### src/twm_ram.sv
// twm_ram: generic simple dual-port RAM, one write port, one registered read port.
// No dependencies.
module twm_ram #(
    parameter int WIDTH = 8,
    parameter int DEPTH = 64
) (
    input  logic                                      i_clk,
    input  logic                                      i_we,
    input  logic [(DEPTH > 1 ? $clog2(DEPTH) : 1)-1:0] i_waddr,
    input  logic [WIDTH-1:0]                          i_wdata,
    input  logic [(DEPTH > 1 ? $clog2(DEPTH) : 1)-1:0] i_raddr,
    output logic [WIDTH-1:0]                          o_rdata
);

    logic [WIDTH-1:0] r_mem [DEPTH];

    always_ff @(posedge i_clk) begin
        if (i_we) begin
            r_mem[i_waddr] <= i_wdata;
        end
        o_rdata <= r_mem[i_raddr];
    end

endmodule

### config.mk
export PLATFORM = sky130hd
export DESIGN_NAME = twm_ram
export DESIGN_NICKNAME = d
export VERILOG_FILES = /design/src/twm_ram.sv
export SDC_FILE = /design/constraint.sdc
export NUM_CORES = 1
export LEC_CHECK = 0
export BUFFER_PORTS_ARGS = -buffer_cell sky130_fd_sc_hd__buf_4
export CAP_MARGIN = 20
export CORE_UTILIZATION = 51
export CTS_BUF_LIST = sky130_fd_sc_hd__clkbuf_16
export DETAILED_ROUTE_END_ITERATION = 8
export GPL_TIMING_DRIVEN = 0
export PLACE_DENSITY_LB_ADDON = 0.1
export SKIP_CTS_REPAIR_TIMING = 1
export SLEW_MARGIN = 20
export SYNTH_ARGS = -nofsm -noshare
export SYNTH_HDL_FRONTEND = slang
export SYNTH_SLANG_ARGS = --single-unit
### constraint.sdc
create_clock -name i_clk -period 5.08 [get_ports i_clk]
set_input_delay 0.254 -clock i_clk [delete_from_list [all_inputs] [get_ports i_clk]]
set_output_delay 0.254 -clock i_clk [all_outputs]
set_load 0.02 [all_outputs]
# ---- Yosys cells after proc, flatten, opt, wreduce, memory -nomap -nowiden
# Memory sizes are Yosys's and may differ from the RTL's. A register that Yosys moved wholly into a read port is not among the register bits.
# Index checks and enable logic that the tools add are counted.
dict set report word_totals {
  in_bits 22
  reg_bits 0
  out_inout_bits 8
  ram_bits 512
  n_memories 1
}
dict set report classes {
  mux 2
}
# name depth width rd rd_ports_with_merged_regs write_ports line
set memory_table {}
lappend memory_table {r_mem 64 8 1 1 1 15} ;# logic [WIDTH-1:0] r_mem [DEPTH];
# op n
set ops {}
lappend ops {{1-bit 2-to-1 mux} 2}

# ---- Longest topological paths before layout
# Gate-level depths: netlist of the first run.
dict set report depth {
  word_depth 2
  mapped_depth 9
  mapped_depth_nobuf 5
}

# ---- Worst setup path before layout of the first run
# OpenSTA, ideal clock, no wires.
dict set report synth_timing {
  path_kind {in2reg}
  from {input port i_raddr[1] in the netlist's numbering}
  to {register o_rdata[3] (read register of r_mem)}
  cell_stages 7
  path_buffers 3
  setup_time_ns 0.128
  t_arrival_ns 1.794
  required_ns 4.952
  setup_slack_ns 3.158
  cell_sequence {buf_4 > buf_2 > buf_2 > mux4_2 > mux4_2 > o21ai_1 > o41ai_1}
}
# element line
set synth_rtl {}
lappend synth_rtl {{start, declared} 11} ;# input logic [(DEPTH > 1 ? $clog2(DEPTH) : 1)-1:0] i_raddr,
lappend synth_rtl {{end, declared} 12} ;# output logic [WIDTH-1:0] o_rdata

==> results.md, run 1 <==
* CP Launch Type: primary input
* Htree depth at 2
* GPL Wtd Cong at 0.908
* 1st-iter DRT viols at 1,175
* Layout fillers at 2,864
* Grt ovf at 0
* 1st-pass router iterations at 5
* PortBufs at 21
* Worst VDD drop at 0.318 mV
* Period utilization at 51.1%
* Status: complete, no violations
* Slew HR at 27.9%
* Largest net degree at the start of global routing at 65
* Ys async rst share at 0%
* Routed vias at 9,726
* Initial core utilization at 51.9%
* Top cell type's share of synthesized area at 76.2%
* First-pass GRT wire length at 69,700 um
* Part of the Yosys area used for sequential elements at 77.0%
* CP Class: primary input to register
* Worst setup EP type: register
* Met1 usage at 36.4%
* DP Worst Slack at 1.89 ns
* Synth cell types at 40
* Syn Inst Count at 940
* CTS max path bufs at 3
* Vias in the first global route at 9,703
* Multi-input logic area at 0.00433 sq mm
* DRC violations left at 0
* CP arrival at 3.01 ns
* Die W at 201 um
* CTS Sinks at 520
* Worst-path cell chain: buf_2, buf_4, clkbuf_1, buf_2, o221ai_1, o21a_1, o41ai_1
* Cell Area, Synth at 0.0202 sq mm
* Antenna Nets Post-Route at 0
* Minimum clock period at 2.59 ns
* Final hold vios at 0
* Final count of negative-setup-slack endpoints at 0
* Initial antenna violation count at 0
* CORE AREA at 0.0388 sq mm
* Slew Limit Fails at 0
* Yosys Warn Count at 0
* Worst-margin pin slew at 1.08 ns
* Fmax at 385 MHz
* Cell repeated most along the worst path: buf_2
* Top FF cell, synth: edfxtp_1
* Synth area leaders: edfxtp_1 (76%), mux4_2 (14%), nor2_1 (1.5%), mux2i_1 (1.1%), dfxtp_1 (0.79%)
* Post-synth EDFFs at 512
* Row cnt at 72
* Setup WS post-layout at 2.49 ns
* Total wire length at 48,100 um
* Die area at 0.0403 sq mm
* Net Count, Synth at 962
* Area growth, synth to finish at 11.6%
* Post-DP HPWL at 30,100 um
* Total Power at 0.00872 W
* TritonCTS clock tree: built
* CP required at 5.50 ns
* Layout cells sized above 1 at 24.3%
* Synth area leader: edfxtp_1
* DP Area at 0.0210 sq mm
* Mean post-synth cell area at 21.5 sq um
* Unrepaired setup endpoints after global routing: no
* Ports at 30
* Via density at 6.18
* CP max FO at 10
* Clock root buffer: clkbuf_16
* P_leak at 7.05 nW
* Routing usage on met3 at 4.29%
* Reg clk slew, reported paths at 0.06 ns
* Sequential Area at 0.0155 sq mm
* WL/cell at 30.6 um
* Nets at 1,037
* Clk_skew at 0.0294 ns
* Most Used Layer, Global Route: met2
* Global-route usage over all layers at 24.7%
* Fin area at 0.0225 sq mm
* Met2 Usage GRT at 37.9%
* Critical-path top delay cell: clkbuf_1
* Worst-Skew Late Latency at 0.59 ns
* CP max stage delay at 0.73 ns
* Setup TNS at 0 ns
* ANT cells at 0
* Die Y at 201 um
* Hold crit path type: primary input to register
* CTS Buf Count at 52
* Reported max-cap violation count at 0
* PwrDens at 387 mW/mm^2
* Seq cells post-synth at 520
stage by stage:
stage	hold WS (ns)	instances	utilization, %
floorplan	0.353	940	-
global placement	0.655	1479	54.0
detailed placement	0.640	1479	54.0
CTS	0.0157	1573	58.0
global route	0.0141	1573	58.0
finish	0.0376	1573	58.0
synthesized netlist by cell type, drive strengths merged, types with 8 or more instances:
master,count
edfxtp,512
mux4,126
nor2,83
buf,34
mux2i,23
nand2,19
clkbuf,17
nor2b,14
mux2,13
nand3,13
dfxtp,8
o221ai,8
o22ai,8
critical path: cells and delay by family:
family | cells | cell delay, ns
buffers and inverters | 4 | 1.72
AOI/OAI and AO/OA | 3 | 1.00
cells in the final DEF (no fill, tap or decap), types with 3 or more instances in the layout:
cell,Yosys,layout
a211oi_1,4,4
a21oi_1,3,3
a221oi_1,6,6
a22oi_1,3,3
buf_1,4,4
buf_2,11,11
buf_4,13,34
buf_6,4,4
clkbuf_1,17,17
clkbuf_16,0,53
clkinv_1,0,13
clkinv_2,0,5
dfxtp_1,8,8
edfxtp_1,512,512
inv_1,0,19
mux2_2,13,13
mux2i_1,23,23
mux4_2,126,126
nand2_1,19,19
nand2b_1,7,7
nand3_1,13,13
nand3b_1,3,3
nor2_1,83,83
nor2b_1,14,14
nor3_1,7,5
o2111ai_1,3,3
o221ai_1,8,8
o22ai_1,8,8
o2bb2ai_1,3,3
worst paths after layout:
check,start,slack (ns),cells after the start,end
setup / recovery,i_raddr[2],2.49,7,o_rdata[3]$_DFF_P_
hold / removal,i_raddr[5],0.04,2,o_rdata[5]$_DFF_P_
setup reg to reg,r_mem[28][6]$_DFFE_PP_,2.92,5,o_rdata[6]$_DFF_P_
hold reg to reg,r_mem[7][7]$_DFFE_PP_,1.00,4,o_rdata[7]$_DFF_P_
final cells by class:
type	instances	area share [%]
Multi-Input combinational cell	369	19.2
Clock buffer	53	5.89
Tap cell	518	2.88
Clock inverter	41	0.895
Buffer	51	1.41
Timing Repair Buffer	21	0.700
Sequential cell	520	69.0
report_power, final:
group          internal (W)  switching, W  leakage (nW)
logic              0.000175      0.000312          1.55
registers           0.00475    0.00000821          4.67
clock network       0.00192       0.00155         0.822
total               0.00685       0.00187          7.05
sequential cells by signal, indices dropped and copies added, names as in the netlist:
| register | count |
|---|---|
| r_mem | 512 |
| o_rdata | 8 |
layer usage:
layer  share of wire (%)  vias up
li1                    -     4079
met1                  43     5174
met2                  47      399
met3                 7.1       74
met4                 2.6        0
met5                   0        -
logic make-up (layout without fill, tap and decap cells):
logic type | after synthesis | in the layout | synth area share (%)
multiplexers | 162 | 162 | 15.9
AND/OR/NAND/NOR | 153 | 153 | 3.39
flip-flops | 520 | 520 | 77.0
AO/OA/AOI/OAI | 54 | 54 | 2.07
buffers and inverters | 51 | 166 | 1.57
(Power assumes the default switching activity.)
==> run 2: changes to the inputs <==
==> constraint.sdc (replaced) <==
create_clock -name i_clk -period 2.7 [get_ports i_clk]
set_input_delay 0.135 -clock i_clk [delete_from_list [all_inputs] [get_ports i_clk]]
set_output_delay 0.135 -clock i_clk [all_outputs]
set_load 0.02 [all_outputs]
==> results.md, run 2 (synthesized netlist as in run 1, its figures left out) <==
* Status: complete, no violations
* Routed vias at 9,717
* Vias in the first global route at 9,703
* CP required at 3.12 ns
* Die Y at 201 um
* CP Class: primary input to register
* CTS Sinks at 520
* Fmax at 398 MHz
* Hold crit path type: primary input to register
* Comb pwr share at 5.6%
* PwrDens at 728 mW/mm^2
* Seq pwr share at 54.6%
* CORE AREA at 0.0388 sq mm
* Clock network power share at 39.8%
* Internal power at 0.0129 W
* Reported max-cap violation count at 0
* Ports at 30
* 1st-pass router iterations at 7
* Final cell count without fillers at 1,574
* Die area at 0.0403 sq mm
* Largest register FFs at 512
* Reg with most FFs: r_mem
* Final count of negative-setup-slack endpoints at 0
* Htree depth at 2
* Via density at 6.17
* Final hold vios at 0
* Layout cells sized above 1 at 24.2%
* 1st-iter DRT viols at 1,102
* Slew HR at 27.7%
* Initial core utilization at 51.9%
* Cell repeated most along the worst path: buf_2
* CP Launch Type: primary input
* Multi-input logic area at 0.00433 sq mm
* Grt ovf at 0
* Minimum clock period at 2.51 ns
* Worst-margin pin slew at 1.08 ns
* Worst setup EP type: register
* Initial antenna violation count at 0
* Die W at 201 um
* DRC violations left at 0
* CP arrival at 2.93 ns
* First-pass GRT wire length at 69,700 um
* Layout fillers at 2,863
* CP max stage delay at 0.73 ns
* Worst-path cell chain: buf_2, buf_4, clkbuf_1, buf_2, o221ai_1, o21a_1, o41ai_1
* Setup WS post-layout at 0.187 ns
* Fin util at 58.0%
* Placed Instances at 1,479
* Post-DP HPWL at 30,100 um
* Sequential Area at 0.0155 sq mm
* Slew Limit Fails at 0
* Clock root buffer: clkbuf_16
* Largest net degree at the start of global routing at 65
* DP Worst Slack at -0.368 ns
* GPL Wtd Cong at 0.908
* Worst-Skew Late Latency at 0.59 ns
* Antenna Nets Post-Route at 0
* Period utilization at 93.1%
* Reg clk slew, reported paths at 0.06 ns
* ANT cells at 0
* TritonCTS clock tree: built
* Commonest non-fill, non-tap cell in the layout: edfxtp_1
* Unrepaired setup endpoints after global routing: no
* Worst VDD drop at 0.597 mV
* Sw Share at 21.4%
* Fin area at 0.0225 sq mm
* Clk_skew at 0.0298 ns
* CTS Buf Count at 52
* CTS max path bufs at 3
* Nets at 1,038
* WL/cell at 30.6 um
* NetSw at 0.00351 W
* Area growth, synth to finish at 11.7%
* Total wire length at 48,100 um
* CP max FO at 10
* Critical-path top delay cell: clkbuf_1
* DP Area at 0.0210 sq mm
* Most frequent cells in the layout: edfxtp_1 (512), mux4_2 (126), nor2_1 (83)
* Global-route usage over all layers at 24.7%
* P_leak at 7.05 nW
* PortBufs at 21
* Largest registers: r_mem: 512 flops, o_rdata: 8 flops
* Row cnt at 72
[run 2: cell type report]
type / count / area share [%]
flip-flops and latches: 520 / 69.0
multi-input cells: 369 / 19.2
clock buffers: 53 / 5.89
well taps: 518 / 2.88
plain buffers: 51 / 1.41
clock inverters: 41 / 0.894
repair buffers: 22 / 0.744
[run 2: power by group through the flow]
stage	combinational, W	sequential, W	clock (W)
after floorplan	0.000476	0.00914	0
after global placement	0.000909	0.00912	0
after detailed placement	0.000917	0.00912	0
after CTS	0.000919	0.00895	0.00662
after global routing	0.000966	0.00895	0.00694
final	0.000919	0.00895	0.00653
[run 2: worst paths after layout]
check | slack (ns) | startpoint | depth (start not counted) | end
hold reg to reg | 0.98 | r_mem[23][2]$_DFFE_PP_ | 4 | o_rdata[2]$_DFF_P_
hold / removal | 0.09 | i_wdata[0] | 1 | r_mem[15][0]$_DFFE_PP_
setup / recovery | 0.19 | i_raddr[2] | 7 | o_rdata[3]$_DFF_P_
setup reg to reg | 0.53 | r_mem[28][6]$_DFFE_PP_ | 5 | o_rdata[6]$_DFF_P_
[run 2: per-stage QoR]
step	hold slack [ns]	setup TNS, ns	power (W)
2_1_floorplan	0.234	0	0.00961
3_3_place_gp	0.536	-1.23	0.0100
3_5_place_dp	0.521	-1.35	0.0100
4_1_cts	-0.103	0	0.0165
5_1_grt	0.107	0	0.0169
6_report	0.0923	0	0.0164
[run 2: worst max-delay path, delay by kind of cell]
| family | cells | cell delay, ns |
|---|---|---|
| buffers and inverters | 4 | 1.73 |
| AO/OA/AOI/OAI | 3 | 1.05 |
[run 2: layer usage]
| metal | GRT usage [%] | share of wire [%] |
|---|---|---|
| met1 | 36.4 | 43 |
| met2 | 37.9 | 47 |
| met3 | 4.29 | 7.0 |
| met4 | 8.26 | 2.7 |
| met5 | 0 | 0 |
==> run 3: changes to the inputs <==
--- a/config.mk
+++ b/config.mk
@@ -5,6 +5,7 @@
 export SDC_FILE = /design/constraint.sdc
 export NUM_CORES = 1
 export LEC_CHECK = 0
+export ABC_AREA = 1
 export BUFFER_PORTS_ARGS = -buffer_cell sky130_fd_sc_hd__buf_4
 export CAP_MARGIN = 20
 export CORE_UTILIZATION = 51
==> results.md, run 3 <==
* Minimum clock period at 2.28 ns
* WL/cell at 25.0 um
* CTS Buf Count at 53
* CP required at 2.92 ns
* P_leak at 8.75 nW
* Commonest non-fill, non-tap cell in the layout: nand2_1
* Most frequent cells in the layout: nand2_1 (648), edfxtp_1 (512), nand3_1 (439)
* Die area at 0.0427 sq mm
* Mean post-synth cell area at 11.8 sq um
* Final hold vios at 0
* CORE AREA at 0.0410 sq mm
* Most common cell in the synthesized netlist: nand2_1
* Period utilization at 84.4%
* Grt ovf at 0
* Antenna Nets Post-Route at 0
* Global-route usage over all layers at 29.6%
* Nets at 1,911
* Fmax at 439 MHz
* 1st-iter DRT viols at 1,668
* Reg with most FFs: r_mem
* Hold crit path type: primary input to register
* Yosys Warn Count at 0
* Status: complete, no violations
* Net Count, Synth at 1,827
* CTS Sinks at 520
* Synth cell types at 16
* Die Y at 207 um
* Slew HR at 23.2%
* Post-synth EDFFs at 512
* Reg clk slew, reported paths at 0.06 ns
* Largest registers: r_mem: 512 flops, o_rdata: 8 flops
* Fin area at 0.0240 sq mm
* Setup TNS at 0 ns
* Ys async rst share at 0%
* CP max FO at 9
* Final hold slack at 0.0669 ns
* Total wire length at 61,700 um
* ANT cells at 0
* Worst-margin pin slew at 1.15 ns
* Syn Inst Count at 1,805
* Initial antenna violation count at 0
* CP arrival at 2.50 ns
* Via density at 5.82
* Fin util at 58.5%
* Seq cells post-synth at 520
* CP Launch Type: primary input
* Cell Area, Synth at 0.0213 sq mm
* Part of the Yosys area used for sequential elements at 72.8%
* Unrepaired setup endpoints after global routing: no
* 1st-pass router iterations at 5
* Vias in the first global route at 13,300
* Largest net degree at the start of global routing at 65
* Largest register FFs at 512
* Worst-Skew Late Latency at 0.61 ns
* Post-DP HPWL at 40,600 um
* TritonCTS clock tree: built
* Routed vias at 14,300
* DP Area at 0.0223 sq mm
* DRC violations left at 0
* Top FF cell, synth: edfxtp_1
* Most frequent cells after synthesis: nand2_1 (648), edfxtp_1 (512), nand3_1 (439)
* Reported max-cap violation count at 0
* PwrDens at 729 mW/mm^2
* Final count of negative-setup-slack endpoints at 0
* Die W at 207 um
* Layout fillers at 3,381
* Initial core utilization at 52.0%
* GPL Wtd Cong at 1.00
* Layout cells sized above 1 at 10.7%
* Area growth, synth to finish at 12.4%
* Worst setup EP type: register
* Synth area leaders: edfxtp_1 (72%), nand2_1 (11%), nand3_1 (10%), buf_6 (1.8%), nor2_1 (0.99%)
* Top cell type's share of synthesized area at 72.0%
* First-pass GRT wire length at 88,700 um
* Htree depth at 2
* Row cnt at 74
* Clk_skew at 0.0230 ns
* Worst VDD drop at 0.550 mV
* CP Class: primary input to register
* PortBufs at 21
* Clock root buffer: clkbuf_16
* Synth area leader: edfxtp_1
* Ports at 30
* Slew Limit Fails at 0
* CTS max path bufs at 3
-- run 3: changes by cell type after synthesis, moves of 8 or more --
cell      before  now
buf_6          4   35
nor2b_1       14    0
nor2_1        83   56
mux2_2        13    0
nand3_1       13  439
buf_2         11   37
nand2_1       19  648
o22ai_1        8    0
inv_1          0   10
mux2i_1       23    0
o221ai_1       8    0
mux4_2       126    0
-- run 3: final timing paths --
| check | startpoint | endpoint | slack [ns] | depth (start not counted) |
|---|---|---|---|---|
| max | i_waddr[0] | r_mem[26][0]$_DFFE_PP_ | 0.42 | 4 |
| min | i_raddr[4] | o_rdata[2]$_DFF_P_ | 0.07 | 4 |
| min reg2reg | r_mem[16][5]$_DFFE_PP_ | o_rdata[5]$_DFF_P_ | 0.93 | 8 |
| max reg2reg | r_mem[59][4]$_DFFE_PP_ | o_rdata[4]$_DFF_P_ | 1.23 | 8 |
-- run 3: cells by family after synthesis --
kind of cell  count (synthesis)  synth area share (%)
buf+inv                     125                  4.02
flops                       520                  72.8
simple gates               1160                  23.2
-- run 3: layer usage --
layer	up-vias	part of all wire [%]	routed length (um)	GRT usage (%)
met5	-	0	0	0
met4	0	2.7	1670	8.59
met3	117	9.1	5600	6.03
met2	673	46	28300	45.6
met1	7018	42	26100	42.8
li1	6528	-	-	-
-- run 3: worst max-delay path, stage by stage --
cell and delay, ns:
clkbuf_1 0.21, inv_1 0.32, nand4_1 0.72, nor2_1 1.10
-- run 3: stage by stage --
stage / power, W / std cells / worst slack (ns)
finish: 0.0175 / 2464 / 0.420
global placement: 0.0103 / 2358 / -0.389
detailed placement: 0.0103 / 2366 / 0.00572
CTS: 0.0175 / 2464 / 0.631
global route: 0.0179 / 2464 / 0.443
floorplan: 0.00977 / 1805 / 0.799
-- run 3: area by class of cell --
class	instances	area [sq um]	area share, %
timing repair buffer	29	208	0.866
multi-input combinational	1160	5000	20.8
clock buffer	53	1330	5.53
buffer	113	808	3.37
sequential	520	15500	64.8
tap	532	666	2.77
clock inverter	45	402	1.67
inverter	12	50.0	0.209
-- run 3: power breakdown --
| part | total (W) | internal [W] | switching (W) |
|---|---|---|---|
| Combinational | 0.00122 | 0.000317 | 0.000900 |
| Sequential | 0.00895 | 0.00894 | 0.0000167 |
| Clock | 0.00732 | 0.00424 | 0.00308 |
