File: src/twm_div.sv
// twm_div: iterative restoring divider, one quotient bit per cycle.
// Shared between the bucket index (modulo) and the window average. No dependencies.
module twm_div #(
    parameter int DW = 55,
    parameter int VW = 7
) (
    input  logic          i_clk,
    input  logic          i_rst_n,
    input  logic          i_start,
    input  logic [DW-1:0] i_dividend,
    input  logic [VW-1:0] i_divisor,
    output logic          o_done,
    output logic [DW-1:0] o_quotient,
    output logic [VW-1:0] o_remainder
);

    localparam int CW = $clog2(DW + 1);

    logic          r_busy;
    logic          r_done;
    logic [CW-1:0] r_cnt;
    logic [DW-1:0] r_quo;
    logic [VW-1:0] r_rem;
    logic [VW-1:0] r_div;

    logic [VW:0]   trial;
    logic [VW+1:0] diff;
    logic          ge;

    assign trial = {r_rem, r_quo[DW-1]};
    assign diff  = {1'b0, trial} - {2'b00, r_div};
    assign ge    = !diff[VW+1];

    always_ff @(posedge i_clk) begin
        if (!i_rst_n) begin
            r_busy <= 1'b0;
            r_done <= 1'b0;
            r_cnt  <= '0;
        end else if (i_start) begin
            r_busy <= 1'b1;
            r_done <= 1'b0;
            r_cnt  <= CW'(DW);
        end else if (r_busy) begin
            r_cnt <= r_cnt - CW'(1);
            if (r_cnt == CW'(1)) begin
                r_busy <= 1'b0;
                r_done <= 1'b1;
            end
        end else begin
            r_done <= 1'b0;
        end
    end

    always_ff @(posedge i_clk) begin
        if (i_start) begin
            r_quo <= i_dividend;
            r_rem <= '0;
            r_div <= i_divisor;
        end else if (r_busy) begin
            r_quo <= {r_quo[DW-2:0], ge};
            r_rem <= ge ? diff[VW-1:0] : trial[VW-1:0];
        end
    end

    assign o_done      = r_done;
    assign o_quotient  = r_quo;
    assign o_remainder = r_rem;

endmodule
File: config.mk
export PLATFORM = sky130hd
export DESIGN_NAME = twm_div
export DESIGN_NICKNAME = d
export VERILOG_FILES = /design/src/twm_div.sv
export SDC_FILE = /design/constraint.sdc
export NUM_CORES = 1
export LEC_CHECK = 0
export ABC_CLOCK_PERIOD_IN_PS = 6750
export BUFFER_PORTS_ARGS = -buffer_cell sky130_fd_sc_hd__buf_2
export CAP_MARGIN = 20
export CORE_MARGIN = 5
export CORE_UTILIZATION = 53
export CTS_CLUSTER_DIAMETER = 40
export DETAILED_ROUTE_END_ITERATION = 16
export GPL_TIMING_DRIVEN = 0
export PLACE_DENSITY = 0.87
export SLEW_MARGIN = 40
export SYNTH_ARGS = -nofsm -noshare
export SYNTH_HDL_FRONTEND = slang
export SYNTH_SLANG_ARGS = --single-unit
File: constraint.sdc
create_clock -name i_clk -period 6.75 [get_ports i_clk]
set_clock_uncertainty 0.2 [all_clocks]
set_input_delay 0.3375 -clock i_clk [delete_from_list [all_inputs] [get_ports i_clk]]
set_output_delay 0.3375 -clock i_clk [all_outputs]
set_load 0.005 [all_outputs]
# Word-level counts from Yosys, hierarchy flattened
# Index checks and enable logic that the tools add are counted.
# classes
n_mux,8
addsub,2
bitwise_logic,2
n_reduce_logical,4
n_lt_le_gt_ge,0
mul,0
eq_ne,1
n_shift,0
div,0
# ops
operator,n
$mux W55,2
$mux W6,2
$sub A8 B7 Y9,1
$mux W7,1
$eq A6 B1 Y1 const B,1
$sub A6 B1 Y6 const B,1
$mux W1,3
$reduce_or A3 Y1,1
$not A1 Y1,2
$reduce_bool A2 Y1,1
$reduce_or A2 Y1,1
$logic_not A1 Y1,1
# totals
latchBits,0
ff_bits,77
mem_bits_rw,0
in_bits,65
mem_count,0
mem_bits_ro,0
out_inout_bits,63

# Depth between registers and ports, before layout
# Gate-level depths: netlist (run 1).
# logic_depth
ltp_word,4
ltp_mapped,8

# Worst setup path before layout (run 1)
# OpenSTA, ideal clock, no wires.
# synth_path
path_type,reg2reg
start,reg r_quo[54] (netlist: o_quotient[54])
end,reg r_rem[3] (netlist: o_remainder[3])
stages_incl_launch_ff,9
setup_time_ps,88
slack_ps,4395
arrival_ps,2066
n_path_buf,0
path_cell_list,edfxtp_1 > inv_1 > ha_1 > fa_1 > nand2b_1 > a21oi_4 > o21ai_2 > or3_1 > a311oi_2
# synth_via
elab_chain_len,2
# synth_lines
element,line_no,rtl
start: declaration,22,logic [DW-1:0] r_quo;
start signal: assignment,56,r_quo <= i_dividend;
start signal: assignment,60,"r_quo <= {r_quo[DW-2:0], ge};"
$sub A8 B7 Y9,31,"assign diff = {1'b0, trial} - {2'b00, r_div};"
$mux W7,61,r_rem <= ge ? diff[VW-1:0] : trial[VW-1:0];
end signal: assignment,61,
end: declaration,23,logic [VW-1:0] r_rem;
# No other way between the ends.
# A chain may end at the register's enable or synchronous reset.

# Worst setup path after layout (run 1)
# Same ends and word-level chain as after synthesis.

==> results of run 1 <==
==> where the power goes <==
part	total [mW]	switching (mW)	internal (mW)
clock	0.330	0.164	0.167
sequential	0.598	0.0276	0.570
combinational	0.193	0.0932	0.100
==> per-stage QoR <==
stage               setup WS, ps  hold slack (ps)  std cells  area (sq um)  util [%]
floorplan                   4395            236.4        250          3536         -
global placement            3697            302.6        454          4268     66.45
detailed placement          4004            315.9        454          4270     66.49
CTS                         4173            75.18        477          4522     70.41
global route                4064            77.10        477          4522     70.41
finish                      4163            92.53        477          4522     70.41
==> synth_stat cells <==
cell type   n
a21oi_4     1
o21ai_1     1
o21ai_2     2
o21bai_1    1
o21a_1      7
o211ai_1    2
fa_1        1
nand2b_1    5
nor3_1      3
clkbuf_1    6
nor2_1     15
buf_2       4
nor4_1      1
ha_1        9
inv_1      13
edfxtp_1   62
dfxtp_1    15
o21ai_0     4
xnor2_1     3
or2_2       1
xor2_1      2
nor3b_1     3
a311oi_2    2
nand3_1     1
a31oi_1     1
a21oi_1     7
nor4bb_1    1
nand2_1    10
nor4b_1     2
and3_1      1
a311oi_1    3
mux2_2     55
or3_1       4
mux2i_1     1
nor2b_1     1
==> cell families after synthesis <==
group           after synthesis  share of synthesized area, %
buf+inv                      23                         2.583
flops                        77                         61.15
mux                          56                         17.80
compound gates               31                         6.547
simple gates                 48                         6.936
fa+ha+maj                    10                         3.751
xor+xnor                      5                         1.239
==> per-layer routing <==
| metal | vias to the layer above | GRT usage (%) |
|---|---|---|
| met4 | 0 | 8.166 |
| met2 | 102 | 33.84 |
| met3 | 8 | 6.137 |
| met5 | - | 0 |
| met1 | 1215 | 22.46 |
| li1 | 1219 | - |
==> worst max-delay path by stage <==
stage	to	slack (ps)	startpoint	cells after the start
after floorplan	o_remainder[3]$_SDFFE_PP0P_	4400	o_quotient[54]$_DFFE_PP_	8
after global placement	o_quotient[0]$_DFFE_PP_	3700	i_start	4
after detailed placement	o_quotient[12]$_DFFE_PP_	4000	i_start	4
after CTS	o_remainder[3]$_SDFFE_PP0P_	4170	o_quotient[54]$_DFFE_PP_	8
after global routing	o_remainder[4]$_SDFFE_PP0P_	4060	o_quotient[54]$_DFFE_PP_	8
final	o_remainder[3]$_SDFFE_PP0P_	4160	o_quotient[54]$_DFFE_PP_	8
==> final cells by class <==
class	instances	area [sq um]	share of cell area, %
flip-flops and latches	77	2162	47.81
multi-input cells	150	1285	28.42
repair buffers	134	705.7	15.61
clock buffers	10	127.6	2.822
well taps	77	96.34	2.131
clock inverters	6	53.80	1.190
inverters	13	48.80	1.079
plain buffers	10	42.54	0.9408
==> registers in the layout, summed over array words and instances, names as in the netlist <==
| register | count |
|---|---|
| o_remainder | 7 |
| r_div | 7 |
| r_busy | 1 |
| r_cnt | 6 |
| o_quotient | 55 |
| o_done | 1 |
==> metrics.txt, run 1 <==
FILL cells 484; Die W 91.68 um; setup violators final 0; clock-pin slew on the worst setup and hold paths 80 ps; largest net degree at the start of global routing 56; sequential element share of the synthesized area 61.15%; Synth Instances 250; TritonCTS buffer count 9; CTS tree yes; nets 470; DR WL met2 4172 um; FF-to-FF Start o_quotient[54]$_DFFE_PP_; hold_buf cts 7; Worst VDD drop 0.0001607 V; commonest non-fill, non-tap cell in the layout buf_2; FF-to-FF path depth 8; Overflow after GRT 0; Slowest-stage cell, CP edfxtp_1; chip height 91.68 um; Resize count post-CTS 0; number of routed nets with antenna violations 0; CP arrival 2640 ps; Avg Inst Size Synth 14.14 sq um; H-tree levels 3; metal3 WL 599 um; biggest area consumer among synthesized cells edfxtp_1; DIE AREA 8405 sq um; Peak Freq 386.5 MHz; Power Density 248.0 nW/um^2; Avg Vias per Cell 5.333; # DRC 0; crit end category flip-flop; HP Class in -> reg; layout cells sized above 1 51.00%; Rel. slew slack 49.72%; antenna cells 0; max-cap violations 0; initial antenna violation count 0; crit path kind reg -> reg; CP Cell Sequence inv_1 -> ha_1 -> fa_1 -> nand2b_1 -> a21oi_4 -> o21ai_2 -> or3_1 -> a311oi_2; Final GP Congestion 0.8347; Starting Density 55.06%; Setup Fix Bufs, Post-CTS 0; Hold Vio Cnt, Final 0; Final Max Tran Viols 0; top cell type's share of synthesized area 52.65%; CP max stage delay 410 ps; # port buffers 127; Post-Syn Area 3536 sq um; RSZ-0062 raised after global routing false; routed wire length per instance 16.87 um; Tcrit/Tclk final 38.33%; outcome completed; drt first pass iters 4; 1st-iter DRT viols 65; global-route wire length before repair 12,960 um; row count 29; M1 WL 3216 um; total wire length 8048 um; Min-Delay Endpoint o_quotient[41]$_DFFE_PP_; type of origin of the critical path flip-flop; Worst R2R Setup Slack 4160 ps; Synth area leaders edfxtp_1 53%, mux2_2 18%, dfxtp_1 8.5%; Hold Crit Depth 2; Critical Path RT 6800 ps; TNS Setup 0 ps; fin crit period 2587 ps; vias in the first global route 2,711; Clock Latency Late Sink 340 ps; overall power 1.121 mW; CP max FO 7; post-DP HPWL 5976 um; clock sinks 77; gr usage total 19.58%; Top Ports 128; Synthesis Warnings 0; Synth Net Count 325; Root Buffer clkbuf_8; post-synthesis register bit count 77; CP delay by family, top simple AND/OR/NAND/NOR gates; P&R area growth vs syn 27.88%; Worst Path Buf+Inv 1; worst-margin pin slew 754.2 ps; Highest Signal Layer met4; leakage 1.915 nW; CTS Buffer Depth 2; vias 2,544; Hold Crit Start i_dividend[41]; FF-to-FF End o_remainder[3]$_SDFFE_PP0P_; Yosys cell types 35; area of the core 6422 sq um; commonest non-fill, non-tap cells in the layout 131 x buf_2, 62 x edfxtp_1, 55 x mux2_2
(Power assumes the default switching activity.)
==> inputs of run 2 (changes only) <==
--- a/config.mk
+++ b/config.mk
@@ -5,15 +5,15 @@
 export SDC_FILE = /design/constraint.sdc
 export NUM_CORES = 1
 export LEC_CHECK = 0
-export ABC_CLOCK_PERIOD_IN_PS = 6750
+export ABC_CLOCK_PERIOD_IN_PS = 2400
 export BUFFER_PORTS_ARGS = -buffer_cell sky130_fd_sc_hd__buf_2
 export CAP_MARGIN = 20
 export CORE_MARGIN = 5
-export CORE_UTILIZATION = 53
+export CORE_UTILIZATION = 49
 export CTS_CLUSTER_DIAMETER = 40
 export DETAILED_ROUTE_END_ITERATION = 16
 export GPL_TIMING_DRIVEN = 0
-export PLACE_DENSITY = 0.87
+export PLACE_DENSITY = 0.81
 export SLEW_MARGIN = 40
 export SYNTH_ARGS = -nofsm -noshare
 export SYNTH_HDL_FRONTEND = slang
==> constraint.sdc (replaced) <==
create_clock -name i_clk -period 2.4 [get_ports i_clk]
set_clock_uncertainty 0.2 [all_clocks]
set_input_delay 0.12 -clock i_clk [delete_from_list [all_inputs] [get_ports i_clk]]
set_output_delay 0.12 -clock i_clk [all_outputs]
set_load 0.005 [all_outputs]
==> run 2 against run 1 <==
Effect of this change: power rose to 3.0 times the previous value; die area rose by 7.2%; final cell count rose by 17%; largest cell class unchanged; hold slack improved by 190 ps; combinational power rose to 3.4 times the previous value; setup slack got worse by 4100 ps; fmax rose by 12%; sequential power rose to 2.8 times the previous value; critical path type unchanged.
==> metrics.txt, run 2 (synthesized netlist as in run 1, its figures left out) <==
Final GP Congestion 0.7732; antenna cells 0; CTS tree yes; number of routed nets with antenna violations 0; Non-Filler Instances 559; crit path kind reg -> reg; CP arrival 2350 ps; Critical Path RT 2450 ps; H-tree levels 3; DIE AREA 9015 sq um; Worst R2R Setup Slack 100 ps; dpl cells 476; Root Buffer clkbuf_8; global-route wire length before repair 14,660 um; outcome completed; type of origin of the critical path flip-flop; commonest non-fill, non-tap cell in the layout buf_2; CP max FO 6; chip height 94.95 um; Fin Hold WS 281.4 ps; HP Class in -> reg; row count 31; Hold Vio Cnt, Final 0; largest net degree at the start of global routing 56; max-cap violations 0; total wire length 9334 um; # port buffers 127; Overflow after GRT 0; clock-pin slew on the worst setup and hold paths 80 ps; Die W 94.95 um; layout cells sized above 1 46.30%; initial antenna violation count 0; vias in the first global route 3,047; max FFs per register 55; nets 531; Power Density 649.9 nW/um^2; P&R area growth vs syn 46.99%; Worst VDD drop 0.0003834 V; Starting Density 49.54%; Avg Vias per Cell 5.027; fin crit period 2304 ps; RSZ-0062 raised after global routing false; Top Ports 128; post-DP HPWL 5781 um; vias 2,810; FILL cells 506; area of the core 7137 sq um; Tcrit/Tclk final 96.00%; crit end category flip-flop; Rel. slew slack 50.43%; overall power 3.378 mW; Peak Freq 434.0 MHz; # DRC 0; leakage 2.190 nW; gr usage total 21.57%; commonest non-fill, non-tap cells in the layout 131 x buf_2, 64 x dlygate4sd3_1, 62 x edfxtp_1; 1st-iter DRT viols 87; TritonCTS buffer count 9; worst-margin pin slew 743.5 ps; CTS Buffer Depth 2; Final Max Tran Viols 0; Clock Latency Late Sink 340 ps; drt first pass iters 4; Layout Utilization 72.83%; clock sinks 77; routed wire length per instance 16.70 um; setup violators final 0
==> run 2: changes by cell type in the layout (fill, tap and decap cells not counted), sizes merged <==
cell / previous run / this run
dlygate4sd3: 7 / 64
buf: 131 / 135
clkinv: 4 / 2
bufinv: 1 / 2
==> run 2: metrics by stage <==
| stage | setup TNS (ps) | setup WS (ps) | cell area, sq um |
|---|---|---|---|
| after global routing | 0 | 7.938 | 5197 |
| after detailed placement | -10700 | -192.5 | 4298 |
| after CTS | 0 | 35.09 | 5180 |
| after global placement | -25710 | -468.1 | 4295 |
| after floorplan | 0 | 45.47 | 3536 |
| final | 0 | 96.03 | 5197 |
==> run 2: worst max-delay path: stages (launching register included) <==
cell and delay (ps):
edfxtp_1 370, inv_1 60, ha_2 190, fa_2 340, nand2b_4 170, a21oi_4 180, o21ai_4 90, or3_4 400
a311oi_2 230
==> run 2: final timing paths <==
check	from	to	cells past startpoint
worst max-delay path	o_quotient[54]$_DFFE_PP_	o_remainder[3]$_SDFFE_PP0P_	8
worst min-delay path	i_divisor[6]	r_div[6]$_DFFE_PP_	2
worst max register to register	o_quotient[54]$_DFFE_PP_	o_remainder[3]$_SDFFE_PP0P_	8
worst min register to register	o_done$_SDFFE_PP0P_	o_done$_SDFFE_PP0P_	2
==> run 2: final cells by class <==
class                   instances  area [sq um]  share of cell area [%]
clock buffers                  10         127.6                   2.455
repair buffers                195          1306                   25.13
plain buffers                  10         42.54                  0.8185
inverters                      13         48.80                  0.9389
well taps                      99         123.9                   2.383
flip-flops and latches         77          2162                   41.60
clock inverters                 5         76.32                   1.468
multi-input cells             150          1310                   25.20
==> run 2: timing repair <==
action,in CTS,in global routing
hold buffers,64,0
cloned,0,0
pin swaps,2,2
gates resized for setup,4,1
endpoints found under the setup margin,3,4
hold endpoints to repair,77,0
setup buffers,2,2
==> run 2: power by group <==
| part | leakage, nW | total [mW] | switching [mW] | internal (mW) |
|---|---|---|---|---|
| sequential | 0.746 | 1.69 | 0.0826 | 1.60 |
| clock | 0.0998 | 1.04 | 0.460 | 0.576 |
| combinational | 1.34 | 0.655 | 0.294 | 0.361 |
==> run 2: routing by layer <==
| layer | global-route usage (%) | routed length (um) | vias to the layer above |
|---|---|---|---|
| met4 | 8.534 | 176 | 0 |
| met2 | 39.46 | 4831 | 116 |
| met5 | 0 | 0 | - |
| li1 | - | - | 1337 |
| met3 | 6.534 | 711 | 14 |
| met1 | 23.05 | 3615 | 1343 |
==> inputs of run 3 (changes only) <==
--- a/config.mk
+++ b/config.mk
@@ -5,15 +5,15 @@
 export SDC_FILE = /design/constraint.sdc
 export NUM_CORES = 1
 export LEC_CHECK = 0
-export ABC_CLOCK_PERIOD_IN_PS = 2400
+export ABC_CLOCK_PERIOD_IN_PS = 2900
 export BUFFER_PORTS_ARGS = -buffer_cell sky130_fd_sc_hd__buf_2
 export CAP_MARGIN = 20
 export CORE_MARGIN = 5
-export CORE_UTILIZATION = 49
+export CORE_UTILIZATION = 53
 export CTS_CLUSTER_DIAMETER = 40
 export DETAILED_ROUTE_END_ITERATION = 16
 export GPL_TIMING_DRIVEN = 0
-export PLACE_DENSITY = 0.81
+export PLACE_DENSITY = 0.82
 export SLEW_MARGIN = 40
 export SYNTH_ARGS = -nofsm -noshare
 export SYNTH_HDL_FRONTEND = slang
==> constraint.sdc (replaced) <==
create_clock -name i_clk -period 2.9 [get_ports i_clk]
set_clock_uncertainty 0.2 [all_clocks]
set_input_delay 0.145 -clock i_clk [delete_from_list [all_inputs] [get_ports i_clk]]
set_output_delay 0.145 -clock i_clk [all_outputs]
set_load 0.005 [all_outputs]
==> run 3 against run 2 <==
Effect of this change: final cell count down 4.5%; design area down 0.91%; sequential power decreased by 18%; clock power is 6% lower; sequential cell count unchanged; sequential share of layout area is 0.38 points higher; non-clock buffer count shrank 4; first-iteration DRC count rose by 45%; register-to-register slack gained 220 ps.
==> metrics.txt, run 3 (synthesized netlist as in run 1, its figures left out) <==
outcome completed; CP Cell Sequence dlygate4sd3_1 -> buf_2 -> clkbuf_1 -> clkbuf_1 -> or2_4; vias in the first global route 2,941; post-DP HPWL 5632 um; RSZ-0062 raised after global routing false; Avg Vias per Cell 5.240; commonest non-fill, non-tap cell in the layout buf_2; Critical Path RT 2670 ps; DP Area 4270 sq um; nets 527; CTS tree yes; TNS Setup 0 ps; HP Class in -> reg; Top Ports 128; CP arrival 2460 ps; antenna cells 0; # port buffers 127; clock sinks 77; FILL cells 388; chip height 91.68 um; drt first pass iters 4; layout cells sized above 1 45.30%; vias 2,798; Layout Utilization 80.19%; dpl cells 454; leakage 2.181 nW; Setup Fix Bufs, Post-CTS 0; Root Buffer clkbuf_8; CTS Buffer Depth 2; crit path kind in -> reg; FF-to-FF Start o_quotient[54]$_DFFE_PP_; Non-Filler Instances 534; design area 5150 sq um; commonest non-fill, non-tap cells in the layout 131 x buf_2, 64 x dlygate4sd3_1, 62 x edfxtp_1; crit end category flip-flop; 1st-iter DRT viols 126; Worst R2R Setup Slack 320 ps; CP most frequent cell clkbuf_1; CP max FO 55; P&R area growth vs syn 45.65%; max FFs per register 55; total wire length 9173 um; area of the core 6422 sq um; row count 29; CP max stage delay 710 ps; Final GP Congestion 0.8530; worst-margin pin slew 742.5 ps; Min-Delay Endpoint r_div[5]$_DFFE_PP_; Clock Latency Late Sink 340 ps; DIE AREA 8405 sq um; Tcrit/Tclk final 92.85%; Starting Density 55.06%; clock-pin slew on the worst setup and hold paths 80 ps; Hold Crit Depth 2; setup violators final 0; fin crit period 2693 ps; gr usage total 21.77%; Rel. slew slack 50.50%; Die W 91.68 um; FF-to-FF path depth 8; type of origin of the critical path primary input; # DRC 0; TritonCTS buffer count 9; Fin Hold WS 313.7 ps; H-tree levels 3; largest net degree at the start of global routing 56; number of routed nets with antenna violations 0; Slowest-stage cell, CP or2_4; max-cap violations 0; initial antenna violation count 0; FF-to-FF End o_remainder[3]$_SDFFE_PP0P_; global-route wire length before repair 14,430 um; Hold Vio Cnt, Final 0; Hold Crit Start i_divisor[5]; Final Max Tran Viols 0; Peak Freq 371.4 MHz; Worst VDD drop 0.0004182 V; Power Density 560.1 nW/um^2; Overflow after GRT 0; routed wire length per instance 17.18 um
[run 3: worst max-delay path: cells and delay by family]
family,cells,cell delay (ps)
buffers and inverters,4,1580
and+or+nand+nor,1,710
[run 3: stage by stage]
stage | setup slack (ps) | total power, mW
final | 207.2 | 2.884
after global routing | 74.53 | 3.008
after CTS | 197.1 | 2.899
after detailed placement | 347.1 | 1.853
after global placement | 22.71 | 1.835
after floorplan | 545.5 | 1.657
[run 3: what timing repair did]
action                    4_1_cts  5_1_grt
hold endpoints to repair       77        0
gates resized for setup         0        0
hold buffers                   64        0
[run 3: routing by layer]
| metal | vias up | part of all wire (%) | GRT usage (%) |
|---|---|---|---|
| met5 | - | 0 | 0 |
| met4 | 0 | 2.6 | 8.920 |
| met3 | 23 | 7.1 | 6.219 |
| met2 | 118 | 50 | 36.88 |
| met1 | 1319 | 40 | 26.10 |
| li1 | 1338 | - | - |
[run 3: cell type report]
class / count / area, sq um / area share (%)
tap: 77 / 96.34 / 1.871
timing repair buffer: 191 / 1276 / 24.78
buffer: 10 / 42.54 / 0.8260
clock buffer: 10 / 127.6 / 2.478
clock inverter: 6 / 111.4 / 2.162
sequential: 77 / 2162 / 41.98
multi-input combinational: 150 / 1285 / 24.95
inverter: 13 / 48.80 / 0.9475
[run 3: power by group]
group          switching, mW  total (mW)  internal (mW)
clock network          0.401       0.974          0.572
logic                  0.234       0.516          0.283
registers             0.0670        1.39           1.33
total                  0.702        2.88           2.18
[run 3: worst max-delay path by stage]
stage	start	depth (start not counted)	slack, ps	end
6_report	i_start	5	210	o_quotient[13]$_DFFE_PP_
5_1_grt	i_start	5	70	o_quotient[13]$_DFFE_PP_
4_1_cts	i_start	5	200	o_quotient[10]$_DFFE_PP_
3_5_place_dp	o_quotient[54]$_DFFE_PP_	8	350	o_remainder[4]$_SDFFE_PP0P_
3_3_place_gp	i_start	4	20	o_quotient[22]$_DFFE_PP_
2_1_floorplan	o_quotient[54]$_DFFE_PP_	8	550	o_remainder[3]$_SDFFE_PP0P_
